==> config.mk <==
export PLATFORM = sky130hd
export DESIGN_NAME = coded_packet_credit_control
export DESIGN_NICKNAME = d
export VERILOG_FILES = /design/src/cpcc_pkg.sv /design/src/cpcc_ctrl.sv /design/src/cpcc_dp.sv /design/src/coded_packet_credit_control.sv
export SDC_FILE = /design/constraint.sdc
export NUM_CORES = 1
export LEC_CHECK = 0
export ABC_AREA = 1
export CAP_MARGIN = 20
export CELL_PAD_IN_SITES_DETAIL_PLACEMENT = 0
export CELL_PAD_IN_SITES_GLOBAL_PLACEMENT = 2
export CORE_MARGIN = 3
export CORE_UTILIZATION = 39
export DETAILED_ROUTE_END_ITERATION = 6
export DONT_BUFFER_PORTS = 1
export HOLD_SLACK_MARGIN = 0.1
export PLACE_DENSITY = 0.91
export SLEW_MARGIN = 25
export SYNTH_ARGS = -nofsm -noshare
export SYNTH_HDL_FRONTEND = slang
export SYNTH_SLANG_ARGS = --single-unit
==> constraint.sdc <==
create_clock -name i_clk -period 9.1 [get_ports i_clk]
set_clock_uncertainty 0.1 [all_clocks]
set_input_delay 0.91 -clock i_clk [delete_from_list [all_inputs] [get_ports i_clk]]
set_output_delay 0.91 -clock i_clk [all_outputs]
set_load 0.01 [all_outputs]
==> src/cpcc_pkg.sv <==
package cpcc_pkg;

    localparam int CREDIT_BITS_DEF = 32;
    localparam int CFG_IDX_W       = 1;
    localparam int CFG_DATA_W      = 16;
    localparam int GEN_W           = 32;
    localparam int RANK_W          = 16;
    localparam int OUT_CREDIT_W    = 32;
    // Per-packet amount is gen_symbols + redundancy and needs one extra bit.
    localparam int PKT_W           = CFG_DATA_W + 1;
    localparam int PROD_W          = RANK_W + PKT_W;

    localparam logic [CFG_IDX_W-1:0]  CFG_GEN_SYMBOLS = 1'b0;
    localparam logic [CFG_IDX_W-1:0]  CFG_REDUNDANCY  = 1'b1;

    localparam logic [CFG_DATA_W-1:0] GEN_SYMBOLS_RST = 16'd16;
    localparam logic [CFG_DATA_W-1:0] REDUNDANCY_RST  = 16'd0;
    localparam logic [GEN_W-1:0]      GEN_START       = 32'd1;
    localparam logic [RANK_W-1:0]     RANK_MAX        = 16'hFFFF;

    typedef enum logic [1:0] {
        CMD_PUT      = 2'd0,
        CMD_GET      = 2'd1,
        CMD_FEEDBACK = 2'd2,
        CMD_FLUSH    = 2'd3
    } t_cmd;

    typedef struct packed {
        logic capture;
        logic exec;
        logic add_prod;
        logic div_step;
        logic load_out;
    } t_dp_cmd;

    typedef struct packed {
        logic need_mul;
        logic need_div;
        logic div_last;
    } t_dp_stat;

endpackage

==> src/cpcc_ctrl.sv <==
module cpcc_ctrl (
    input  logic               i_clk,
    input  logic               i_rst_n,
    input  logic               i_valid,
    output logic               o_stall,
    output logic               o_valid,
    input  logic               i_stall,
    input  cpcc_pkg::t_dp_stat i_stat,
    output cpcc_pkg::t_dp_cmd  o_cmd
);
    import cpcc_pkg::*;

    typedef enum logic [4:0] {
        S_IDLE = 5'b00001,
        S_EXEC = 5'b00010,
        S_ADD  = 5'b00100,
        S_DIV  = 5'b01000,
        S_DONE = 5'b10000
    } t_state;

    t_state r_state, n_state;
    logic   r_out_valid;
    logic   slot_free;

    assign slot_free = !r_out_valid || !i_stall;
    assign o_stall   = (r_state != S_IDLE);
    assign o_valid   = r_out_valid;

    always_comb begin
        n_state  = r_state;
        o_cmd    = '0;
        case (r_state)
            S_IDLE: begin
                if (i_valid) begin
                    o_cmd.capture = 1'b1;
                    n_state       = S_EXEC;
                end
            end
            S_EXEC: begin
                o_cmd.exec = 1'b1;
                if (i_stat.need_mul) begin
                    n_state = S_ADD;
                end else if (i_stat.need_div) begin
                    n_state = S_DIV;
                end else begin
                    n_state = S_DONE;
                end
            end
            S_ADD: begin
                o_cmd.add_prod = 1'b1;
                n_state        = S_DONE;
            end
            S_DIV: begin
                o_cmd.div_step = 1'b1;
                if (i_stat.div_last) begin
                    n_state = S_DONE;
                end
            end
            S_DONE: begin
                if (slot_free) begin
                    o_cmd.load_out = 1'b1;
                    n_state        = S_IDLE;
                end
            end
            default: begin
                n_state = S_IDLE;
            end
        endcase
    end

    always_ff @(posedge i_clk) begin
        if (!i_rst_n) begin
            r_state     <= S_IDLE;
            r_out_valid <= 1'b0;
        end else begin
            r_state <= n_state;
            if (o_cmd.load_out) begin
                r_out_valid <= 1'b1;
            end else if (!i_stall) begin
                r_out_valid <= 1'b0;
            end
        end
    end

    // An accepted item always leads into the execute step on the next cycle.
    a_capture_exec: assert property (@(posedge i_clk) disable iff (!i_rst_n)
        (i_valid && !o_stall) |=> (o_cmd.exec && o_stall))
        else $error("accepted item did not enter execute");

    // A waiting result is never overwritten by the next one.
    a_no_overwrite: assert property (@(posedge i_clk) disable iff (!i_rst_n)
        (o_valid && i_stall) |=> o_valid)
        else $error("stalled result was dropped");

    // The saturating add of the product leads into the done state on the next cycle.
    a_add_one: assert property (@(posedge i_clk) disable iff (!i_rst_n)
        (r_state == S_ADD) |=> (r_state == S_DONE))
        else $error("product add did not finish in one cycle");

endmodule

==> src/cpcc_dp.sv <==
module cpcc_dp #(
    parameter int CREDIT_BITS = cpcc_pkg::CREDIT_BITS_DEF
) (
    input  logic                                i_clk,
    input  logic                                i_rst_n,
    input  logic                                i_cfg_valid,
    input  logic [cpcc_pkg::CFG_IDX_W-1:0]      i_cfg_index,
    input  logic [cpcc_pkg::CFG_DATA_W-1:0]     i_cfg_data,
    input  cpcc_pkg::t_cmd                      i_cmd,
    input  logic [cpcc_pkg::GEN_W-1:0]          i_fb_generation,
    input  logic [cpcc_pkg::RANK_W-1:0]         i_fb_rank,
    input  logic                                i_fb_short,
    input  cpcc_pkg::t_dp_cmd                   i_ctl,
    output cpcc_pkg::t_dp_stat                  o_stat,
    output logic                                o_status,
    output logic                                o_has_coded,
    output logic                                o_gen_full,
    output logic                                o_gen_complete,
    output logic [cpcc_pkg::GEN_W-1:0]          o_hdr_generation,
    output logic [cpcc_pkg::RANK_W-1:0]         o_hdr_rank,
    output logic [cpcc_pkg::OUT_CREDIT_W-1:0]   o_credit
);
    import cpcc_pkg::*;

    localparam int ADD_W = ((CREDIT_BITS > PROD_W) ? CREDIT_BITS : PROD_W) + 1;
    localparam int CNT_W = $clog2(CREDIT_BITS);
    localparam logic [CNT_W-1:0] CNT_LAST = CNT_W'(CREDIT_BITS - 1);
    localparam logic [ADD_W-1:0] CREDIT_MAX = ADD_W'({CREDIT_BITS{1'b1}});

    // Configuration
    logic [CFG_DATA_W-1:0]  r_gen_symbols;
    logic [CFG_DATA_W-1:0]  r_redundancy;

    // Sender state
    logic [GEN_W-1:0]       r_generation;
    logic [RANK_W-1:0]      r_rank;
    logic [CREDIT_BITS-1:0] r_credit;
    logic                   r_full;
    logic                   r_complete;
    logic                   r_status;

    // Latched item
    t_cmd                   r_cmd;
    logic [GEN_W-1:0]       r_fb_gen;
    logic [RANK_W-1:0]      r_fb_rank;
    logic                   r_fb_short;

    // Multiply and divide working registers
    logic [PROD_W-1:0]      r_prod;
    logic [CREDIT_BITS-1:0] r_div_sh;
    logic [CFG_DATA_W-1:0]  r_rem;
    logic [CNT_W-1:0]       r_cnt;

    logic [PKT_W-1:0]       per_packet;
    logic [ADD_W-1:0]       add_amt;
    logic [ADD_W-1:0]       add_sum;
    logic [CREDIT_BITS-1:0] add_credit;
    logic [CREDIT_BITS-1:0] sub_credit;
    logic [RANK_W-1:0]      put_base;
    logic [RANK_W-1:0]      put_rank;
    logic                   fb_ok;
    logic [RANK_W-1:0]      rank_gap;
    logic [CFG_DATA_W:0]    div_try;
    logic [CFG_DATA_W:0]    div_diff;
    logic [CFG_DATA_W-1:0]  n_rem;

    assign per_packet = PKT_W'(r_gen_symbols) + PKT_W'(r_redundancy);

    // Shared saturating adder: per-packet credit or the registered product.
    assign add_amt    = i_ctl.add_prod ? ADD_W'(r_prod) : ADD_W'(per_packet);
    assign add_sum    = ADD_W'(r_credit) + add_amt;
    assign add_credit = (add_sum > CREDIT_MAX) ? {CREDIT_BITS{1'b1}}
                                               : add_sum[CREDIT_BITS-1:0];

    assign sub_credit = (CREDIT_BITS'(r_gen_symbols) >= r_credit) ? '0
                                                                  : r_credit
                                                                    - CREDIT_BITS'(r_gen_symbols);

    // A put into a completed generation opens the next one first.
    assign put_base = r_complete ? '0 : r_rank;
    assign put_rank = (put_base != RANK_MAX) ? put_base + 1'b1 : put_base;

    assign fb_ok    = (r_cmd == CMD_FEEDBACK) && !r_fb_short && (r_fb_gen == r_generation);
    assign rank_gap = r_rank - r_fb_rank;

    assign o_stat.need_mul = fb_ok && (r_fb_rank < r_rank);
    assign o_stat.need_div = fb_ok && (r_fb_rank >= r_rank) && (r_gen_symbols != '0);
    assign o_stat.div_last = (r_cnt == CNT_LAST);

    // One restoring step of the modulo: the remainder stays below the divisor.
    assign div_try  = {r_rem, r_div_sh[CREDIT_BITS-1]};
    assign div_diff = div_try - (CFG_DATA_W + 1)'(r_gen_symbols);
    assign n_rem    = (div_try >= (CFG_DATA_W + 1)'(r_gen_symbols)) ? div_diff[CFG_DATA_W-1:0]
                                                                   : div_try[CFG_DATA_W-1:0];

    always_ff @(posedge i_clk) begin
        if (!i_rst_n) begin
            r_gen_symbols <= GEN_SYMBOLS_RST;
            r_redundancy  <= REDUNDANCY_RST;
        end else if (i_cfg_valid) begin
            case (i_cfg_index)
                CFG_GEN_SYMBOLS: r_gen_symbols <= i_cfg_data;
                CFG_REDUNDANCY:  r_redundancy  <= i_cfg_data;
                default: begin
                end
            endcase
        end
    end

    always_ff @(posedge i_clk) begin
        if (i_ctl.capture) begin
            r_cmd      <= i_cmd;
            r_fb_gen   <= i_fb_generation;
            r_fb_rank  <= i_fb_rank;
            r_fb_short <= i_fb_short;
        end
        if (i_ctl.exec) begin
            r_prod   <= PROD_W'(rank_gap) * PROD_W'(per_packet);
            r_div_sh <= r_credit;
            r_rem    <= '0;
            r_cnt    <= '0;
        end else if (i_ctl.div_step) begin
            r_div_sh <= r_div_sh << 1;
            r_rem    <= n_rem;
            r_cnt    <= r_cnt + 1'b1;
        end
    end

    always_ff @(posedge i_clk) begin
        if (!i_rst_n) begin
            r_generation <= GEN_START;
            r_rank       <= '0;
            r_credit     <= '0;
            r_full       <= 1'b0;
            r_complete   <= 1'b0;
            r_status     <= 1'b0;
        end else if (i_ctl.exec) begin
            r_status <= (r_cmd == CMD_FEEDBACK) && r_fb_short;
            case (r_cmd)
                CMD_PUT: begin
                    if (r_complete) begin
                        r_generation <= r_generation + 1'b1;
                        r_complete   <= 1'b0;
                    end
                    r_rank   <= put_rank;
                    r_credit <= add_credit;
                    if (put_rank == r_gen_symbols) begin
                        r_full <= 1'b1;
                    end else if (r_complete) begin
                        r_full <= 1'b0;
                    end
                end
                CMD_GET: begin
                    r_credit <= sub_credit;
                end
                CMD_FEEDBACK: begin
                    if (fb_ok && (r_fb_rank >= r_rank)) begin
                        r_complete <= 1'b1;
                        r_full     <= 1'b0;
                    end
                end
                CMD_FLUSH: begin
                    r_credit <= add_credit;
                    r_full   <= 1'b1;
                end
                default: begin
                end
            endcase
        end else if (i_ctl.add_prod) begin
            r_credit <= add_credit;
        end else if (i_ctl.div_step && o_stat.div_last) begin
            r_credit <= CREDIT_BITS'(n_rem);
        end
    end

    always_ff @(posedge i_clk) begin
        if (i_ctl.load_out) begin
            o_status         <= r_status;
            o_has_coded      <= (r_credit >= CREDIT_BITS'(r_gen_symbols));
            o_gen_full       <= r_full;
            o_gen_complete   <= r_complete;
            o_hdr_generation <= r_generation;
            o_hdr_rank       <= r_rank;
            o_credit         <= OUT_CREDIT_W'(r_credit);
        end
    end

    // Putting a source packet never lowers the credit; the add saturates at the top.
    a_put_no_drop: assert property (@(posedge i_clk) disable iff (!i_rst_n)
        (i_ctl.exec && (r_cmd == CMD_PUT)) |=> (r_credit >= $past(r_credit)))
        else $error("credit fell on put source");

endmodule

==> src/coded_packet_credit_control.sv <==
// Each item is captured, then executed. A feedback that grants credit for missing
// rank adds a 16 x 17 multiply product in a further add step; one that completes
// the generation with nonzero gen_symbols reduces the credit modulo gen_symbols one
// bit per cycle. The result is registered once the output slot is free, and the
// next item is taken in the cycle after that. Synchronous active-low reset restores
// generation 1, rank and credit 0, and clears the full, complete and status flags.
module coded_packet_credit_control #(
    parameter int CREDIT_BITS = cpcc_pkg::CREDIT_BITS_DEF
) (
    input  logic                                i_clk,
    input  logic                                i_rst_n,
    input  logic                                i_cfg_valid,
    output logic                                o_cfg_ready,
    input  logic [cpcc_pkg::CFG_IDX_W-1:0]      i_cfg_index,
    input  logic [cpcc_pkg::CFG_DATA_W-1:0]     i_cfg_data,
    input  logic                                i_valid,
    output logic                                o_stall,
    input  logic [1:0]                          i_cmd,
    input  logic [cpcc_pkg::GEN_W-1:0]          i_fb_generation,
    input  logic [cpcc_pkg::RANK_W-1:0]         i_fb_rank,
    input  logic                                i_fb_short,
    output logic                                o_valid,
    input  logic                                i_stall,
    output logic                                o_status,
    output logic                                o_has_coded,
    output logic                                o_gen_full,
    output logic                                o_gen_complete,
    output logic [cpcc_pkg::GEN_W-1:0]          o_hdr_generation,
    output logic [cpcc_pkg::RANK_W-1:0]         o_hdr_rank,
    output logic [cpcc_pkg::OUT_CREDIT_W-1:0]   o_credit
);
    import cpcc_pkg::*;

    t_dp_cmd  ctl;
    t_dp_stat stat;

    assign o_cfg_ready = 1'b1;

    cpcc_ctrl u_ctrl (
        .i_clk   (i_clk),
        .i_rst_n (i_rst_n),
        .i_valid (i_valid),
        .o_stall (o_stall),
        .o_valid (o_valid),
        .i_stall (i_stall),
        .i_stat  (stat),
        .o_cmd   (ctl)
    );

    cpcc_dp #(
        .CREDIT_BITS (CREDIT_BITS)
    ) u_dp (
        .i_clk            (i_clk),
        .i_rst_n          (i_rst_n),
        .i_cfg_valid      (i_cfg_valid),
        .i_cfg_index      (i_cfg_index),
        .i_cfg_data       (i_cfg_data),
        .i_cmd            (t_cmd'(i_cmd)),
        .i_fb_generation  (i_fb_generation),
        .i_fb_rank        (i_fb_rank),
        .i_fb_short       (i_fb_short),
        .i_ctl            (ctl),
        .o_stat           (stat),
        .o_status         (o_status),
        .o_has_coded      (o_has_coded),
        .o_gen_full       (o_gen_full),
        .o_gen_complete   (o_gen_complete),
        .o_hdr_generation (o_hdr_generation),
        .o_hdr_rank       (o_hdr_rank),
        .o_credit         (o_credit)
    );

endmodule

; Yosys cells after proc, flatten, opt, wreduce, memory -nomap -nowiden
; Cells that the tools add are included.
[word_totals]
ff_bits = 342
output_inout_bits = 87
elab_cells = 120
[op_classes]
addsub = 8
n_mul = 1
magnitude_cmp = 6
eq_ne = 20
mux = 33
bitwise = 1
reduce_logical = 26
[ops]
columns = op, n
row1 = $mux W32, 7
row2 = $pmux W32 S2, 1
row3 = $mux W16, 3
row4 = $add A32 B34 Y34, 1
row5 = $gt A34 B32 Y1 const B, 1
row6 = $mul A16 B17 Y33, 1
row7 = $mux W33, 1
row8 = $add A32 B1 Y32 const B, 1
row9 = $eq A32 B32 Y1, 1
row10 = $ge A16 B32 Y1, 1
row11 = $ge A32 B16 Y1, 1
row12 = $sub A16 B16 Y16, 2
row13 = $sub A32 B16 Y32, 1
row14 = $mux W5, 5
row15 = $pmux W5 S5, 1
row16 = $add A16 B16 Y17, 1
row17 = $ge A17 B16 Y1, 1
row18 = $add A16 B1 Y16 const B, 1
row19 = $eq A16 B16 Y1, 1
row20 = $ge A16 B16 Y1, 1
row21 = $lt A16 B16 Y1, 1
row22 = $ne A16 B16 Y1 const B, 1
row23 = $reduce_bool A16 Y1, 1
row24 = $mux W1, 13
row25 = other kinds (26), 46

; Longest topological paths before layout
; Gate-level depths: netlist of run 1.
[depth]
depth_word = 8
depth_mapped = 38
ltp_nobuf = 38

; Cells and area by module
; From an unflattened synthesis of run 1, not the netlist that was laid out.
[unflattened]
hier_cells = 3734
area_unflattened_um2 = 29276.8
[by_module_without_submodules]
columns = module, instances, cells_per_inst, area_each_um2, seq_area_each_um2
row1 = cpcc_dp, 1, 3682, 28915.2, 8728.4
row2 = cpcc_ctrl, 1, 50, 350.3, 120.1
row3 = coded_packet_credit_control, 1, 2, 11.3, 0.0

; Worst setup path before layout of run 1
; OpenSTA, ideal clock, no wires.
[synth_path]
path_type = register to register
start = reg u_dp.r_gen_symbols[0]
end = reg u_dp.r_prod[28], data pin
setup_time_ns = 0.265
t_arrival_ns = 6.877
t_required_ns = 8.735
path_slack_ns = 1.858
path_stages_with_launch = 35
n_path_buf = 1
period_less_slack_ns = 7.242
path_cell_list = dfxtp_1 > ha_1 > fa_1 > nand3_1 > nand2_1 > nand2_1 > nand2_1 > nand2_1 > nand2_1 > a21oi_1 > inv_1 > or2_2 > nand2_1 > inv_1 > clkbuf_1 > nand2_1 > fa_1 > fa_1 > fa_1 > inv_1 > fa_1 > fa_1 > inv_1 > fa_1 > inv_1 > ha_1 > nand2_1 > nand2_1 > o21ba_2 > nand3_1 > a21oi_1 > o21ai_0 > a21oi_1 > o21ai_0 > xor2_1
[synth_via]
elab_chain_cells = 2
[synth_lines]
columns = item, line_no
row1 = "start, declared", cpcc_dp.sv:31  ; logic [CFG_DATA_W-1:0] r_gen_symbols;
row2 = "start signal, assigned", cpcc_dp.sv:102  ; CFG_GEN_SYMBOLS: r_gen_symbols <= i_cfg_data;
row3 = $add A16 B16 Y17, cpcc_dp.sv:67  ; assign per_packet = PKT_W'(r_gen_symbols) + PKT_W'(r_redundancy);
row4 = $mul A16 B17 Y33, cpcc_dp.sv:118  ; r_prod <= PROD_W'(rank_gap) * PROD_W'(per_packet);
row5 = "end signal, assigned", cpcc_dp.sv:118
row6 = "end, declared", cpcc_dp.sv:49  ; logic [PROD_W-1:0] r_prod;
; Every way passes these cells.
; A chain may end at the register's enable or synchronous reset.

; Worst setup path in the final report of run 1
; Same ends and word-level chain as after synthesis.

==> flow_summary.json, run 1 <==
{
  "status": "complete, no violations",
  "via_per_inst": 5.20,
  "wl_met3_um": 4510,
  "worstSkewPairLatency_ns": 0.60,
  "min_delay_path_depth": 0,
  "synth_area_leaders": "edfxtp_1 (21%), fa_1 (15%), nand2_1 (10%)",
  "fin_worst_hold_slack_ns": 0.303,
  "synthSimpleGateAreaFrac_pct": 22.5,
  "rsz0062_at_grt": "false",
  "crit_family": "adder cells",
  "ys.flop_type": "edfxtp_1",
  "synth.yosys.seq_area_share_pct": 30.5,
  "grt_remaining_overflow": 0,
  "finalHoldViolCount": 0,
  "fin_util_pct": 43.0,
  "cp.depth": 33,
  "fp.coreArea_um2": 73300,
  "yosysWarnings": 0,
  "synthAdderAreaFrac_pct": 23.7,
  "swShare_pct": 48.0,
  "fin_tns_setup_ns": 0,
  "track_usage_pct": 23.7,
  "pwr_density_cell_nw_per_um2": 359,
  "fin_nets": 4176,
  "start_util_pct": 39.6,
  "antenna_found_initial": 1,
  "ys_ff_latch": 342,
  "synth-edff-count": 200,
  "multi_input_area_um2": 17500,
  "cp_data_required_time_ns": 9.30,
  "crit_arrival_ns": 8.27,
  "fill_cells": 7609,
  "start_kind": "register",
  "die_area_um2": 77800,
  "muxShareOfSynthArea_pct": 0,
  "final_antenna_net_count": 0,
  "maxCapViolations": 0,
  "finalSetupViolCount": 0,
  "postCtsHoldBufs": 0,
  "wl_um": 91800,
  "switchingPower_mw": 5.44,
  "p_comb_share_pct": 65.5,
  "syn_inst": 3692,
  "synth_top_family_by_area": "adder cells",
  "area_growth_pct": 8.67,
  "synth_compound_area_share_pct": 10.4,
  "max_freq_ghz": 0.124,
  "synth_area_leader_cell": "edfxtp_1",
  "seqCellArea_um2": 8850,
  "gp_congestion": 0.914,
  "hpwlAfterDp_um": 73600,
  "crit_type": "reg -> reg",
  "r2r_cells": 33,
  "leakage_nw": 14.5,
  "yosysMostFrequentCell": "nand2_1",
  "max-slew-margin-rel_pct": 42.6,
  "vias": 24300,
  "drive_above_1_share_pct": 4.39,
  "pwr-share-clk_pct": 15.6,
  "timing.final.crit_share_pct": 88.6,
  "synth_fp_nets": 4187,
  "yosys.area.top_type_share_pct": 20.7,
  "hp-class": "in -> reg",
  "num_rows": 99,
  "cts-root-buf": "clkbuf_16",
  "wl_per_cell_um": 19.7,
  "top_layer": "met5",
  "cp.buffers_inverters": 6,
  "ys_types": 60,
  "grt_pass1_wl_um": 143000,
  "cts.sinks": 342,
  "async_flop_share_pct": 0,
  "min_period_ns": 8.06,
  "cts.repair.resized": 0,
  "syn-cell-area_um2": 29000,
  "clk_path_buf_depth": 3,
  "drv_slew": 0,
  "cts_buffers": 40,
  "cts_htree_levels": 2,
  "grt_max_degree": 66,
  "ioPinCount": 160,
  "endpoint_kind": "register",
  "internal_power_mw": 5.90,
  "cts_tree": "done",
  "seqPwrFrac_pct": 18.9,
  "syn_avg_cell_area_um2": 7.86,
  "die_w_um": 279,
  "crit_path_frequent_cell": "nand2_1",
  "cts_setup_buffers": 0,
  "die_h_um": 279,
  "wl_met2_um": 44500,
  "diodes": 0,
  "cts.clk_slew.worst_paths_ns": 0.07,
  "met1_length_um": 40300,
  "synth_common_cells": "nand2_1 (774), inv_1 (585), nor2_1 (423), a21oi_1 (237), o21ai_0 (232)",
  "drtIter0Drc": 1709,
  "firstDrtPassIters": 6,
  "grt_pass1_vias": 24500,
  "slowest_delay_ns": 0.54,
  "drc_errors": 0,
  "max_slew.worst_pin.slew_ns": 0.861,
  "portBuffers": 0,
  "cp_slowest_cell": "fa_1",
  "crit_fanout": 11,
  "synth-xor-area-share_pct": 3.73,
  "worst_ir_drop_vdd_mv": 0.521
}
-- through the flow --
step | worst slack, ns | std cells | power (mW) | area [um2]
6_report | 1.04 | 4672 | 11.3 | 31600
5_1_grt | 0.325 | 4672 | 12.6 | 31600
4_1_cts | 0.996 | 4672 | 11.5 | 31600
3_5_place_dp | 1.04 | 4598 | 9.67 | 30100
3_3_place_gp | 1.19 | 4598 | 9.66 | 30100
2_1_floorplan | 1.86 | 3692 | 7.65 | 29000
-- per-layer routing --
metal	up-vias	GRT usage [%]
li1	11900	-
met1	11600	31.1
met2	611	41.3
met3	147	2.98
met4	2	6.42
met5	-	0
-- layout make-up --
type,instances,share of cell area (%)
sequential,342,28.0
timing repair buffer,32,0.761
clock buffer,47,3.29
multi-input combinational,2659,55.6
inverter,606,7.22
clock inverter,27,1.26
tap,959,3.80
-- final timing paths --
path | endpoint | from | slack, ns
hold / removal | u_dp.r_fb_rank[0] | i_fb_rank[0] | 0.30
setup reg to reg | u_dp.r_prod[28] | u_dp.r_gen_symbols[0] | 1.04
hold reg to reg | u_dp.o_gen_full | u_dp.r_full | 0.33
setup / recovery | u_dp.r_prod[28] | u_dp.r_gen_symbols[0] | 1.04
-- power groups by stage --
stage | Combinational (mW) | Sequential [mW] | Clock (mW)
final | 7.43 | 2.14 | 1.77
after global routing | 8.62 | 2.15 | 1.86
after CTS | 7.55 | 2.14 | 1.81
after detailed placement | 7.49 | 2.17 | 0
after global placement | 7.49 | 2.17 | 0
after floorplan | 5.50 | 2.16 | 0
-- placed cells by master (no fill, tap or decap), drive strengths merged, types with 30 or more instances in the layout --
master / n
a21oi: 237
dfxtp: 142
nor2: 437
o21ai: 238
edfxtp: 200
inv: 594
xor2: 82
nand2: 781
clkinv: 30
ha: 209
xnor2: 40
nand3: 183
fa: 213
nor3: 52
nand4: 51
clkbuf: 47
buf: 32
-- logic make-up after synthesis --
logic type / Yosys count
compound gates: 561
xor+xnor: 122
fa+ha+maj: 422
buf+inv: 691
flops: 342
other cells: 1
simple gates: 1553
-- flip-flops by register name, indices dropped and copies added (netlist names), 32 cells and up --
| register | cells |
|---|---|
| u_dp.r_div_sh | 32 |
| u_dp.o_hdr_generation | 32 |
| u_dp.r_fb_gen | 32 |
| u_dp.r_credit | 32 |
| u_dp.r_prod | 33 |
| u_dp.o_credit | 32 |
| u_dp.r_generation | 32 |
Power figures use the tool's default switching activity.
==> run 2: changes to the inputs <==
- CORE_ASPECT_RATIO: unset -> 1.75
- SYNTH_HIERARCHICAL: unset -> 1
==> run 2 against run 1 <==
Against the previous run:
- first-iteration DRC count decreased by 14%
- clock power decreased by 16%
- sequential power about the same
- non-clock buffer count increased by 1
- critical path type unchanged
- largest cell class unchanged
- largest power group unchanged
==> flow_summary.json, run 2 <==
{
  "via_per_inst": 5.26,
  "regMostFlops": "u_dp/r_prod",
  "cts.repair.resized": 0,
  "met3_usage_pct": 2.16,
  "swShare_pct": 50.5,
  "ys_ff_latch": 342,
  "min_period_ns": 8.32,
  "slowest_delay_ns": 0.55,
  "syn_avg_cell_area_um2": 7.84,
  "pwr-share-clk_pct": 12.4,
  "vias": 24700,
  "cts_htree_levels": 2,
  "max_slew.worst_pin.slew_ns": 0.995,
  "hp-class": "reg -> reg",
  "crit_type": "reg -> reg",
  "fill_cells": 7614,
  "grt_pass1_vias": 25700,
  "syn_inst": 3734,
  "cts.clk_slew.worst_paths_ns": 0.07,
  "antenna_found_initial": 4,
  "crit_fanout": 10,
  "final_cell_mix": "nand2_1 (865), inv_1 (585), nor2_1 (392), a21oi_1 (229)",
  "leakage_nw": 14.7,
  "fin_util_pct": 42.5,
  "drc_errors": 0,
  "fp.coreArea_um2": 74200,
  "synth_area_leaders": "edfxtp_1 (21%), fa_1 (15%), nand2_1 (11%)",
  "finalSetupViolCount": 0,
  "placed_cell_area_um2": 30400,
  "clk_path_buf_depth": 3,
  "timing.final.crit_share_pct": 91.4,
  "crit_arrival_ns": 8.52,
  "cp_slowest_cell": "fa_1",
  "area_growth_pct": 7.72,
  "ys_types": 63,
  "grt_remaining_overflow": 0,
  "seqPwrFrac_pct": 18.0,
  "rsz0062_at_grt": "false",
  "synth.yosys.seq_area_share_pct": 30.2,
  "totalPowerFinal_mw": 12.0,
  "layout_commonest_cell": "nand2_1",
  "cts-root-buf": "clkbuf_16",
  "num_rows": 132,
  "final_antenna_net_count": 0,
  "drive_above_1_share_pct": 5.17,
  "ys.flop_type": "edfxtp_1",
  "worstSkewPairLatency_ns": 0.57,
  "switchingPower_mw": 6.05,
  "synth_area_leader_cell": "edfxtp_1",
  "drv_slew": 0,
  "die_h_um": 368,
  "track_usage_pct": 24.8,
  "internal_power_mw": 5.93,
  "cts_setup_buffers": 0,
  "final_cell_area_um2": 31500,
  "die_area_um2": 78500,
  "wl_um": 96800,
  "maxCapViolations": 0,
  "max_freq_ghz": 0.120,
  "crit_path_frequent_cell": "inv_1",
  "pwr_density_cell_nw_per_um2": 380,
  "start_util_pct": 39.5,
  "p_comb_share_pct": 69.6,
  "portBuffers": 0,
  "worst_ir_drop_vdd_mv": 0.694,
  "finalHoldViolCount": 0,
  "start_kind": "register",
  "async_flop_share_pct": 0,
  "hpwlAfterDp_um": 79100,
  "fin_nets": 4224,
  "postCtsHoldBufs": 0,
  "largest_register_ffs": 33,
  "wl_per_cell_um": 20.6,
  "use_met2_pct": 48.4,
  "firstDrtPassIters": 5,
  "drtIter0Drc": 1469,
  "endpoint_kind": "register",
  "yosysWarnings": 6,
  "yosys.area.top_type_share_pct": 20.5,
  "max-slew-margin-rel_pct": 33.4,
  "gp_congestion": 0.966,
  "grt_pass1_wl_um": 148000,
  "yosysMostFrequentCell": "nand2_1",
  "ioPinCount": 160,
  "met1_usage_pct": 24.8,
  "cts_buffers": 34,
  "top_usage_layer": "met2",
  "die_w_um": 213,
  "syn-cell-area_um2": 29300,
  "grt_max_degree": 71,
  "fin_tns_setup_ns": 0,
  "synth_fp_nets": 4229,
  "cp_data_required_time_ns": 9.30,
  "synth_common_cells": "nand2_1 (865), inv_1 (586), nor2_1 (394), a21oi_1 (229)",
  "status": "complete, no violations",
  "cts_tree": "done",
  "cts.sinks": 342,
  "synth-edff-count": 200
}
## run 2: cell count changes after synthesis, moves of 9 or more
cell	delta
xor2_1	-20
clkbuf_1	-13
o21ai_1	+18
inv_2	+13
o21bai_1	+9
o21ai_0	-19
nor3_1	-9
o21a_1	-10
nand2_2	+10
nand3_1	-23
nor2_1	-29
nand2_1	+91
## run 2: routing by layer
metal  vias to the layer above  part of all wire [%]
met2                       639                    55
met4                         4                   7.1
met3                       276                   3.3
met1                     11700                    35
met5                         -                 0.022
li1                      12000                     -
## run 2: kinds of logic after synthesis
family | after synthesis | share of synthesized area (%)
AND/OR/NAND/NOR | 1618 | 23.7
buffers and inverters | 694 | 9.15
AO/OA/AOI/OAI | 548 | 10.1
adder cells (fa/ha/maj) | 422 | 23.5
flip-flops | 342 | 30.2
XOR/XNOR | 109 | 3.31
other | 1 | 0.0128
## run 2: critical path: cells and delay by family, from the launching register on
kind	cells	cell delay, ns
compound gates	7	1.30
xor+xnor	1	0.16
fa+ha+maj	9	4.09
buf+inv	9	0.83
flops	1	0.50
simple gates	8	1.06
## run 2: power groups by stage
stage / logic [mW] / clock network (mW) / registers (mW)
after floorplan: 5.95 / 0 / 2.17
after CTS: 8.47 / 1.53 / 2.16
after global placement: 8.44 / 0 / 2.19
after global routing: 9.54 / 1.58 / 2.17
final: 8.34 / 1.48 / 2.16
after detailed placement: 8.42 / 0 / 2.19
## run 2: cell type report
| type | instances | area [um2] | share of cell area, % |
|---|---|---|---|
| antenna | 4 | 10.0 | 0.0317 |
| clock buffer | 42 | 902 | 2.86 |
| clock inverter | 20 | 248 | 0.786 |
| inverter | 620 | 2330 | 7.38 |
| multi-input combinational | 2698 | 17800 | 56.4 |
| sequential | 342 | 8850 | 28.1 |
| tap | 938 | 1170 | 3.72 |
| timing repair buffer | 33 | 248 | 0.786 |
## run 2: worst paths after layout
kind,from,cells past startpoint,slack [ns],end
max,u_dp/r_gen_symbols[0],34,0.78,u_dp/r_prod[22]
min,u_dp/r_full,0,0.33,u_dp/o_gen_full
max reg2reg,u_dp/r_gen_symbols[0],34,0.78,u_dp/r_prod[22]
min reg2reg,u_dp/r_full,0,0.33,u_dp/o_gen_full
## run 2: per-stage QoR
stage / hold WS (ns) / instances / worst slack, ns
floorplan: 0.306 / 3734 / 1.79
global placement: 0.315 / 4631 / 0.881
detailed placement: 0.318 / 4631 / 0.811
CTS: 0.309 / 4693 / 0.807
global route: 0.315 / 4696 / 0.238
finish: 0.331 / 4697 / 0.781
